`config.mk`:
```
export PLATFORM = sky130hd
export DESIGN_NAME = adc_piecewise_linear_correction
export DESIGN_NICKNAME = d
export VERILOG_FILES = /design/src/design/plc_pkg.sv /design/src/design/adc_piecewise_linear_correction.sv /design/src/design/plc_useq.sv
export SDC_FILE = /design/constraint.sdc
export NUM_CORES = 2
export LEC_CHECK = 0
export ABC_CLOCK_PERIOD_IN_PS = 7400
export BUFFER_PORTS_ARGS = -buffer_cell sky130_fd_sc_hd__buf_2
export CAP_MARGIN = 20
export CORE_MARGIN = 2
export CORE_UTILIZATION = 54
export CTS_CLUSTER_DIAMETER = 40
export DETAILED_ROUTE_END_ITERATION = 10
export HOLD_SLACK_MARGIN = 0.08
export PLACE_DENSITY = 0.73
export SYNTH_ARGS = -nofsm -noshare
export SYNTH_HDL_FRONTEND = slang
export SYNTH_SLANG_ARGS = --single-unit
```
`constraint.sdc`:
```
create_clock -name clk -period 7.4 [get_ports clk]
set_input_delay 0.37 -clock clk [delete_from_list [all_inputs] [get_ports clk]]
set_output_delay 0.37 -clock clk [all_outputs]
set_load 0.01 [all_outputs]
```
`src/design/plc_pkg.sv`:
```
`timescale 1ns / 1ps

package plc_pkg;

  // step counter of the correction program
  typedef logic [4:0] step_t;

  // datapath action selected by one control word
  typedef enum logic [3:0] {
    A_NOP,
    A_CLRK,
    A_LATCH1,
    A_INCK,
    A_ZERO0,
    A_SHIFT,
    A_MULA,
    A_MULB,
    A_DIVS,
    A_OUTQ,
    A_OUTMISS,
    A_OUTFULL
  } act_t;

  // jump condition selected by one control word
  typedef enum logic [3:0] {
    C_NEVER,
    C_ALWAYS,
    C_FULL,
    C_NZ,
    C_LAST,
    C_BELOW,
    C_KEND,
    C_ABOVE,
    C_DIVMORE
  } cond_t;

  typedef struct packed {
    act_t  act;
    cond_t cond;
    step_t target;
    logic  last;
  } ctrl_t;

  // datapath status seen by the sequencer
  typedef struct packed {
    logic full;
    logic nz;
    logic last;
    logic below;
    logic kend;
    logic above;
    logic divmore;
  } flags_t;

  // program addresses
  localparam step_t P_INIT  = 5'd0;
  localparam step_t P_SCANW = 5'd1;
  localparam step_t P_SCANT = 5'd2;
  localparam step_t P_SCANL = 5'd3;
  localparam step_t P_SCANI = 5'd4;
  localparam step_t P_BELOW = 5'd5;
  localparam step_t P_SEGE  = 5'd6;
  localparam step_t P_SEGI  = 5'd7;
  localparam step_t P_SEGW  = 5'd8;
  localparam step_t P_SEGT  = 5'd9;
  localparam step_t P_SEGJ  = 5'd10;
  localparam step_t P_MULA  = 5'd11;
  localparam step_t P_MULB  = 5'd12;
  localparam step_t P_DIV   = 5'd13;
  localparam step_t P_DONE  = 5'd14;
  localparam step_t P_MISS  = 5'd15;
  localparam step_t P_FULL  = 5'd16;

  // control store of the conversion program
  function automatic ctrl_t ucode(step_t s);
    ctrl_t w;
    w = '{act: A_NOP, cond: C_NEVER, target: P_INIT, last: 1'b1};
    unique case (s)
      P_INIT:  w = '{act: A_CLRK,    cond: C_FULL,    target: P_FULL,  last: 1'b0};
      P_SCANW: w = '{act: A_NOP,     cond: C_NEVER,   target: P_INIT,  last: 1'b0};
      P_SCANT: w = '{act: A_LATCH1,  cond: C_NZ,      target: P_BELOW, last: 1'b0};
      P_SCANL: w = '{act: A_NOP,     cond: C_LAST,    target: P_MISS,  last: 1'b0};
      P_SCANI: w = '{act: A_INCK,    cond: C_ALWAYS,  target: P_SCANW, last: 1'b0};
      P_BELOW: w = '{act: A_ZERO0,   cond: C_BELOW,   target: P_MULA,  last: 1'b0};
      P_SEGE:  w = '{act: A_SHIFT,   cond: C_KEND,    target: P_MISS,  last: 1'b0};
      P_SEGI:  w = '{act: A_INCK,    cond: C_NEVER,   target: P_INIT,  last: 1'b0};
      P_SEGW:  w = '{act: A_NOP,     cond: C_NEVER,   target: P_INIT,  last: 1'b0};
      P_SEGT:  w = '{act: A_LATCH1,  cond: C_ABOVE,   target: P_MULA,  last: 1'b0};
      P_SEGJ:  w = '{act: A_NOP,     cond: C_ALWAYS,  target: P_SEGE,  last: 1'b0};
      P_MULA:  w = '{act: A_MULA,    cond: C_NEVER,   target: P_INIT,  last: 1'b0};
      P_MULB:  w = '{act: A_MULB,    cond: C_NEVER,   target: P_INIT,  last: 1'b0};
      P_DIV:   w = '{act: A_DIVS,    cond: C_DIVMORE, target: P_DIV,   last: 1'b0};
      P_DONE:  w = '{act: A_OUTQ,    cond: C_NEVER,   target: P_INIT,  last: 1'b1};
      P_MISS:  w = '{act: A_OUTMISS, cond: C_NEVER,   target: P_INIT,  last: 1'b1};
      P_FULL:  w = '{act: A_OUTFULL, cond: C_NEVER,   target: P_INIT,  last: 1'b1};
      default: w = '{act: A_NOP,     cond: C_NEVER,   target: P_INIT,  last: 1'b1};
    endcase
    return w;
  endfunction

endpackage

```
`src/design/adc_piecewise_linear_correction.sv`:
```
`timescale 1ns / 1ps

// Piecewise-linear ADC code correction. A load transfer (in_op = 0) writes one
// breakpoint in the accept cycle and keeps busy low, so loads can follow back to
// back. A convert transfer (in_op = 1) raises busy and runs a small microcoded
// program: full scale goes straight to the result; otherwise the scan steps over
// each leading zero breakpoint and each segment passed, then two multiply steps
// and a bit-serial restoring divide of the 16 + CODE_BITS bit numerator. A convert
// below the first live breakpoint skips the segment scan. Busy stays high for as
// long as the scan, reading one breakpoint entry per pass, and the divider run.
// The result is shown on the out_ ports for one cycle with out_valid; the
// receiver cannot stall it and must take it then. Reset clears the valid bits,
// so every table entry reads as zero.
module adc_piecewise_linear_correction #(
  parameter int NUM_POINTS = 34,
  parameter int CODE_BITS  = 12,
  parameter int FRAC_BITS  = 4
) (
  input  logic                 clk,
  input  logic                 rst_n,
  input  logic                 start,
  output logic                 busy,
  input  logic                 in_op,
  input  logic [5:0]           in_bp_index,
  input  logic [CODE_BITS-1:0] in_bp_measured,
  input  logic [15:0]          in_bp_ideal,
  input  logic [CODE_BITS-1:0] in_raw_code,
  output logic                 out_valid,
  output logic [15:0]          out_corrected,
  output logic                 out_out_of_range
);

  localparam int IDX_W = (NUM_POINTS > 1) ? $clog2(NUM_POINTS) : 1;
  localparam int NUM_W = 16 + CODE_BITS;
  localparam int CNT_W = $clog2(NUM_W + 1);
  localparam logic OP_LOAD    = 1'b0;
  localparam logic OP_CONVERT = 1'b1;
  localparam logic [CODE_BITS-1:0] FULL_CODE = {CODE_BITS{1'b1}};
  localparam logic [NUM_W-1:0] FULL_VALUE =
    NUM_W'(((64'd1 << CODE_BITS) - 64'd1) << FRAC_BITS);
  localparam logic [IDX_W-1:0] K_LAST = IDX_W'(NUM_POINTS - 1);
  localparam logic [IDX_W-1:0] K_END  = IDX_W'(NUM_POINTS - 2);

  // breakpoint memory with per-entry valid bits
  logic [CODE_BITS-1:0] mem_meas  [NUM_POINTS];
  logic [15:0]          mem_ideal [NUM_POINTS];
  logic [NUM_POINTS-1:0] valid_r;

  logic [CODE_BITS-1:0] rd_meas_r;
  logic [15:0]          rd_ideal_r;
  logic                 rd_vld_r;
  logic [CODE_BITS-1:0] rd_meas;
  logic [15:0]          rd_ideal;

  // datapath registers
  logic [IDX_W-1:0]     k_r;
  logic [CODE_BITS-1:0] c_r;
  logic [CODE_BITS-1:0] m0_r;
  logic [CODE_BITS-1:0] m1_r;
  logic [15:0]          i0_r;
  logic [15:0]          i1_r;
  logic [NUM_W-1:0]     num_r;
  logic [CODE_BITS-1:0] den_r;
  logic [CODE_BITS-1:0] rem_r;
  logic [CNT_W-1:0]     cnt_r;

  logic                 out_valid_r;
  logic [15:0]          out_corrected_r;
  logic                 out_out_of_range_r;

  logic                 accept;
  logic                 load_wr;
  logic                 go;
  plc_pkg::act_t        act;
  plc_pkg::flags_t      flags;
  logic                 seq_active;

  logic [CODE_BITS-1:0] span_hi;
  logic [CODE_BITS-1:0] span_lo;
  logic [NUM_W-1:0]     prod_a;
  logic [NUM_W-1:0]     prod_b;
  logic [CODE_BITS:0]   rem_sh;
  logic                 q_bit;
  logic [NUM_W-1:0]     clamped;

  assign accept  = start && !busy;
  assign load_wr = accept && (in_op == OP_LOAD) &&
                   ({1'b0, in_bp_index} < 7'(NUM_POINTS));
  assign go      = accept && (in_op == OP_CONVERT);

  // breakpoint write on load transfer
  always_ff @(posedge clk) begin
    if (load_wr) begin
      mem_meas[in_bp_index[IDX_W-1:0]]  <= in_bp_measured;
      mem_ideal[in_bp_index[IDX_W-1:0]] <= in_bp_ideal;
    end
  end

  always_ff @(posedge clk) begin
    if (!rst_n) begin
      valid_r <= '0;
    end else if (load_wr) begin
      valid_r[in_bp_index[IDX_W-1:0]] <= 1'b1;
    end
  end

  // registered read at the scan index
  always_ff @(posedge clk) begin
    rd_meas_r  <= mem_meas[k_r];
    rd_ideal_r <= mem_ideal[k_r];
    rd_vld_r   <= valid_r[k_r];
  end

  assign rd_meas  = rd_vld_r ? rd_meas_r : '0;
  assign rd_ideal = rd_vld_r ? rd_ideal_r : '0;

  // status flags for the sequencer
  assign flags.full    = (c_r == FULL_CODE);
  assign flags.nz      = (rd_meas != '0);
  assign flags.last    = (k_r == K_LAST);
  assign flags.below   = (c_r < m1_r);
  assign flags.kend    = (k_r >= K_END);
  assign flags.above   = (rd_meas > c_r);
  assign flags.divmore = (cnt_r != CNT_W'(1));

  plc_useq u_useq (
    .clk    (clk),
    .rst_n  (rst_n),
    .go     (go),
    .flags  (flags),
    .act    (act),
    .active (seq_active)
  );

  // segment weights and products
  assign span_hi = m1_r - c_r;
  assign span_lo = c_r - m0_r;
  assign prod_a  = NUM_W'(i0_r) * NUM_W'(span_hi);
  assign prod_b  = NUM_W'(i1_r) * NUM_W'(span_lo);

  // one restoring divide step
  assign rem_sh = {rem_r, num_r[NUM_W-1]};
  assign q_bit  = (rem_sh >= {1'b0, den_r});

  assign clamped = (num_r > FULL_VALUE) ? FULL_VALUE : num_r;

  // datapath driven by the control word
  always_ff @(posedge clk) begin
    if (go) begin
      c_r <= in_raw_code;
    end
    unique case (act)
      plc_pkg::A_NOP: begin
      end
      plc_pkg::A_CLRK: begin
        k_r <= '0;
      end
      plc_pkg::A_LATCH1: begin
        m1_r <= rd_meas;
        i1_r <= rd_ideal;
      end
      plc_pkg::A_INCK: begin
        k_r <= k_r + IDX_W'(1);
      end
      plc_pkg::A_ZERO0: begin
        m0_r <= '0;
        i0_r <= '0;
      end
      plc_pkg::A_SHIFT: begin
        m0_r <= m1_r;
        i0_r <= i1_r;
      end
      plc_pkg::A_MULA: begin
        num_r <= prod_a;
        den_r <= m1_r - m0_r;
      end
      plc_pkg::A_MULB: begin
        num_r <= num_r + prod_b;
        rem_r <= '0;
        cnt_r <= CNT_W'(NUM_W);
      end
      plc_pkg::A_DIVS: begin
        rem_r <= q_bit ? CODE_BITS'(rem_sh - {1'b0, den_r}) : rem_sh[CODE_BITS-1:0];
        num_r <= {num_r[NUM_W-2:0], q_bit};
        cnt_r <= cnt_r - CNT_W'(1);
      end
      plc_pkg::A_OUTQ, plc_pkg::A_OUTMISS, plc_pkg::A_OUTFULL: begin
      end
      default: begin
      end
    endcase
  end

  // result strobe and payload
  always_ff @(posedge clk) begin
    if (!rst_n) begin
      out_valid_r <= 1'b0;
    end else begin
      out_valid_r <= (act == plc_pkg::A_OUTQ) || (act == plc_pkg::A_OUTMISS) ||
                     (act == plc_pkg::A_OUTFULL);
    end
    if (act == plc_pkg::A_OUTQ) begin
      out_corrected_r    <= clamped[15:0];
      out_out_of_range_r <= 1'b0;
    end else if (act == plc_pkg::A_OUTMISS) begin
      out_corrected_r    <= '0;
      out_out_of_range_r <= 1'b1;
    end else if (act == plc_pkg::A_OUTFULL) begin
      out_corrected_r    <= FULL_VALUE[15:0];
      out_out_of_range_r <= 1'b0;
    end
  end

  assign busy             = seq_active;
  assign out_valid        = out_valid_r;
  assign out_corrected    = out_corrected_r;
  assign out_out_of_range = out_out_of_range_r;

endmodule

```
`src/design/plc_useq.sv`:
```
`timescale 1ns / 1ps

module plc_useq (
  input  logic            clk,
  input  logic            rst_n,
  input  logic            go,
  input  plc_pkg::flags_t flags,
  output plc_pkg::act_t   act,
  output logic            active
);

  logic            active_r;
  plc_pkg::step_t  pc_r;
  plc_pkg::ctrl_t  ctrl;
  logic            hit;

  // fetch the control word of the current step
  assign ctrl = plc_pkg::ucode(pc_r);

  // jump condition select
  always_comb begin
    unique case (ctrl.cond)
      plc_pkg::C_NEVER:   hit = 1'b0;
      plc_pkg::C_ALWAYS:  hit = 1'b1;
      plc_pkg::C_FULL:    hit = flags.full;
      plc_pkg::C_NZ:      hit = flags.nz;
      plc_pkg::C_LAST:    hit = flags.last;
      plc_pkg::C_BELOW:   hit = flags.below;
      plc_pkg::C_KEND:    hit = flags.kend;
      plc_pkg::C_ABOVE:   hit = flags.above;
      plc_pkg::C_DIVMORE: hit = flags.divmore;
      default:            hit = 1'b0;
    endcase
  end

  // step counter with conditional jump
  always_ff @(posedge clk) begin
    if (!rst_n) begin
      active_r <= 1'b0;
      pc_r     <= plc_pkg::P_INIT;
    end else if (go) begin
      active_r <= 1'b1;
      pc_r     <= plc_pkg::P_INIT;
    end else if (active_r) begin
      if (ctrl.last) begin
        active_r <= 1'b0;
      end else if (hit) begin
        pc_r <= ctrl.target;
      end else begin
        pc_r <= pc_r + 5'd1;
      end
    end
  end

  assign act    = active_r ? ctrl.act : plc_pkg::A_NOP;
  assign active = active_r;

endmodule
```
==> summary.txt <==
Run status
  – Outcome: complete, no violations

Worst setup path
  – Worst reg2reg setup slack: 150 ps
  – R2r endpoint: num_r[25]$_DFFE_PP_
  – Worst-case reg-to-reg path depth: 33
  – Crit end category: flop
  – Critical Path RT: ~7900 ps
  – Most used cell, CP: fa_1
  – Critical Path Max Stage Delay: 550 ps
  – Type of the worst setup path: reg -> reg
  – Crit. Startpoint: c_r[0]$_DFFE_PP_
  – CP Max Fanout: 8
  – WP data arrival: between 7000 and 8000 ps
  – Setup crit start kind: flop
  – Slowest-stage cell, CP: fa_1
  – FF-to-FF Start: c_r[0]$_DFFE_PP_
  – CP endpoint: num_r[25]$_DFFE_PP_

Detailed routing
  – Via count of the routed design: approximately 34k
  – Via/cell ratio: 5.92
  – Iteration-0 DRC Markers: between 3k and 4k
  – Drt drc: 0
  – Wire per inst: 25.3 um
  – Remaining antenna violation count after routing: 0
  – DRT Pass-1 Iters: 6
  – WL final: roughly 150000 um

GRT
  – Total congestion overflow: 0
  – Vias in the first global route: between 30k and 40k
  – Largest net degree at the start of global routing: 110
  – Global-route wire length before repair: ~220000 um
  – Initial antenna violation count: 6
  – Tot GR Track Use: roughly a quarter

Place
  – Dpl hpwl: roughly 90000 um
  – Pre-CTS worst setup slack: -200 ps
  – GP Congestion: roughly 1
  – Placed Cells: 5515
  – Port-buffer cells: 68
  – Post-DP Area: 63300 um^2

Layout
  – Layout Cell Area excl Fill: 68900 um^2
  – Area grow syn2layout: 14.4%
  – Post-layout util: between 60 and 70%
  – Layout cells sized above 1: 20.4%
  – Fin nets: approximately 4.8k
  – Final Non-Filler Cells: a little under 6k

Power and ir drop
  – Leakage: 25.7 nW
  – Peak VDD IR: ~0.9 mV
  – Final Power: about 22 mW
  – Pwr Density: 313 nW/um^2

Timing
  – Tightest Pin Transition: 1030 ps
  – Max frequency: approximately 0.14 GHz
  – RSZ-0062 raised after global routing: true
  – Min cycle time layout: between 7000 and 8000 ps
  – Final Hold Fails: 0
  – Max-slew headroom: between 30% and 40%
  – WHS: roughly 130 ps
  – # setup viols final: 0
  – Setup TNS: 0 ps
  – Crit path setup slack, layout: roughly 150 ps
  – Final period utilization: between 90% and 100%
  – Clock skew: just over 50 ps
  – Max-slew violations: 0

Hold path
  – Worst min path class: in -> reg

Logic synthesis
  – Largest area contributor in the netlist: edfxtp_1
  – Syn Std Cell Area: about 60000 um^2
  – Post-synth EDFFs: roughly 1.1k
  – Post-synth top flop: edfxtp_1
  – Commonest cells in the synthesized netlist: edfxtp_1 (1099), inv_1 (461), fa_1 (310), nand2_1 (308), mux4_2 (290)
  – Sequential area share after synthesis: between 50 and 60%
  – Flops & latches, synth: about 1.2k
  – Gate Count Post-Synth: between 3k and 4k
  – Synthesized area per cell: roughly 15 um^2
  – Most common cell in the netlist: edfxtp_1
  – Synth async-reset ratio: 0%
  – Synth top area cells: edfxtp_1 (55%), mux4_2 (11%), fa_1 (10%)
  – Yosys warns: 0
  – Post-synth top area share: between 50% and 60%
  – Syn nets: 4532
  – Library cells used by synthesis: 80

Floorplanning
  – Rows: ~120
  – Die area: around 110000 um^2
  – Io pins: around 70
  – Die H: ~340 um
  – Die width: between 300 and 400 um
  – Core Area: around 110000 um^2
  – Initial Utilization: around 54%

Clocking
  – TritonCTS clock tree: yes
  – Number of clock sinks: approximately 1.2k
  – CTS Root Cell: clkbuf_16
  – Max Buffers Root-to-Sink: 3
  – Later-pin clock latency in the skew report: 750 ps
  – Reg clk slew, reported paths: roughly 60 ps
  – Htree depth: 4
  – CTS buffer count: between 100 and 150

Run
  – Max-Cap Viols: 0
[worst min path at each step]
| stage | startpoint | endpoint | slack, ps | cells past startpoint |
|---|---|---|---|---|
| finish | in_bp_measured[2] | mem_meas[26][2]$_DFFE_PP_ | 130 | 1 |
| global route | in_bp_measured[4] | mem_meas[7][4]$_DFFE_PP_ | 130 | 1 |
| CTS | in_bp_measured[1] | mem_meas[24][1]$_DFFE_PP_ | 80 | 1 |
| detailed placement | valid_r[10]$_SDFFE_PN0P_ | valid_r[10]$_SDFFE_PN0P_ | 450 | 1 |
| global placement | valid_r[2]$_SDFFE_PN0P_ | valid_r[2]$_SDFFE_PN0P_ | 440 | 1 |
| floorplan | valid_r[33]$_SDFFE_PN0P_ | valid_r[33]$_SDFFE_PN0P_ | 440 | 1 |
[critical path, delay by kind of cell (launching register included)]
| family | cells | cell delay [ps] |
|---|---|---|
| buffers and inverters | 6 | 590 |
| AO/OA/AOI/OAI | 14 | 2080 |
| XOR/XNOR | 2 | 330 |
| AND/OR/NAND/NOR | 3 | 430 |
| flip-flops | 1 | 380 |
| adder cells (fa/ha/maj) | 8 | 3150 |
[report_power, final]
part           switching [mW]  internal, mW
Combinational            3.85          3.12
Clock                    2.86          4.09
Sequential             0.0403          7.61
[metal layers]
| metal | wire (um) | up-vias | GRT usage [%] | share of wire (%) |
|---|---|---|---|---|
| met3 | 11800 | 322 | 4.98 | 8.0 |
| met1 | 55700 | 17700 | 34.1 | 38 |
| met2 | 73300 | 1536 | 44.1 | 50 |
| met5 | 35 | - | 0 | 0.024 |
| li1 | - | 14900 | - | - |
| met4 | 6220 | 6 | 10.9 | 4.2 |
[kinds of logic after synthesis]
kind of cell,count (synthesis),synth area share (%)
multiplexers,333,11.6
buffers and inverters,632,3.94
XOR/XNOR,80,1.16
AO/OA/AOI/OAI,386,4.29
AND/OR/NAND/NOR,847,6.93
flip-flops,1184,57.6
adder cells (fa/ha/maj),510,14.5
[placed cells by master (no fill, tap or decap), drive strengths merged, types with 31 or more instances in the layout]
cell type | netlist | final
a211oi | 38 | 38
mux2i | 40 | 40
edfxtp | 1099 | 1099
o21ai | 72 | 72
inv | 462 | 472
dfxtp | 85 | 85
nand3 | 31 | 31
fa | 310 | 310
and2 | 194 | 194
clkinv | 0 | 66
nand2 | 309 | 309
ha | 200 | 200
a21oi | 94 | 94
o21a | 54 | 54
mux4 | 290 | 290
xnor2 | 54 | 54
nor2 | 138 | 138
clkbuf | 150 | 158
nor2b | 59 | 59
buf | 20 | 240
[flip-flops by register name (all words and copies together) (netlist names), 5 cells and up]
| name | cells |
|---|---|
| cnt_r | 5 |
| u_useq.ctrl | 14 |
| rem_r | 12 |
| c_r | 12 |
| i0_r | 16 |
| mem_ideal | 544 |
| rd_meas_r | 12 |
| num_r | 28 |
| m1_r | 12 |
| rd_ideal_r | 16 |
| den_r | 12 |
| valid_r | 34 |
| k_r | 6 |
| mem_meas | 408 |
| i1_r | 16 |
| u_useq.pc_r | 5 |
| out_corrected | 16 |
| m0_r | 12 |
[repair_timing]
| action | CTS | global route |
|---|---|---|
| hold buffers | 24 | 0 |
| gates resized for setup | 18 | 83 |
| endpoints found under the setup margin | 9 | 13 |
| setup buffers | 3 | 8 |
| hold endpoints to repair | 185 | 0 |
| cloned | 0 | 2 |
| pin swaps | 9 | 50 |
[cell type report]
type,count,area (um^2)
fillers,7827,41800
well taps,1488,1860
flip-flops and latches,1184,34700
multi-input cells,2156,23800
repair buffers,265,2000
diodes,2,5.00
clock inverters,99,1140
clock buffers,157,3630
inverters,462,1730
Note: power is estimated with default switching activity, not from simulation.
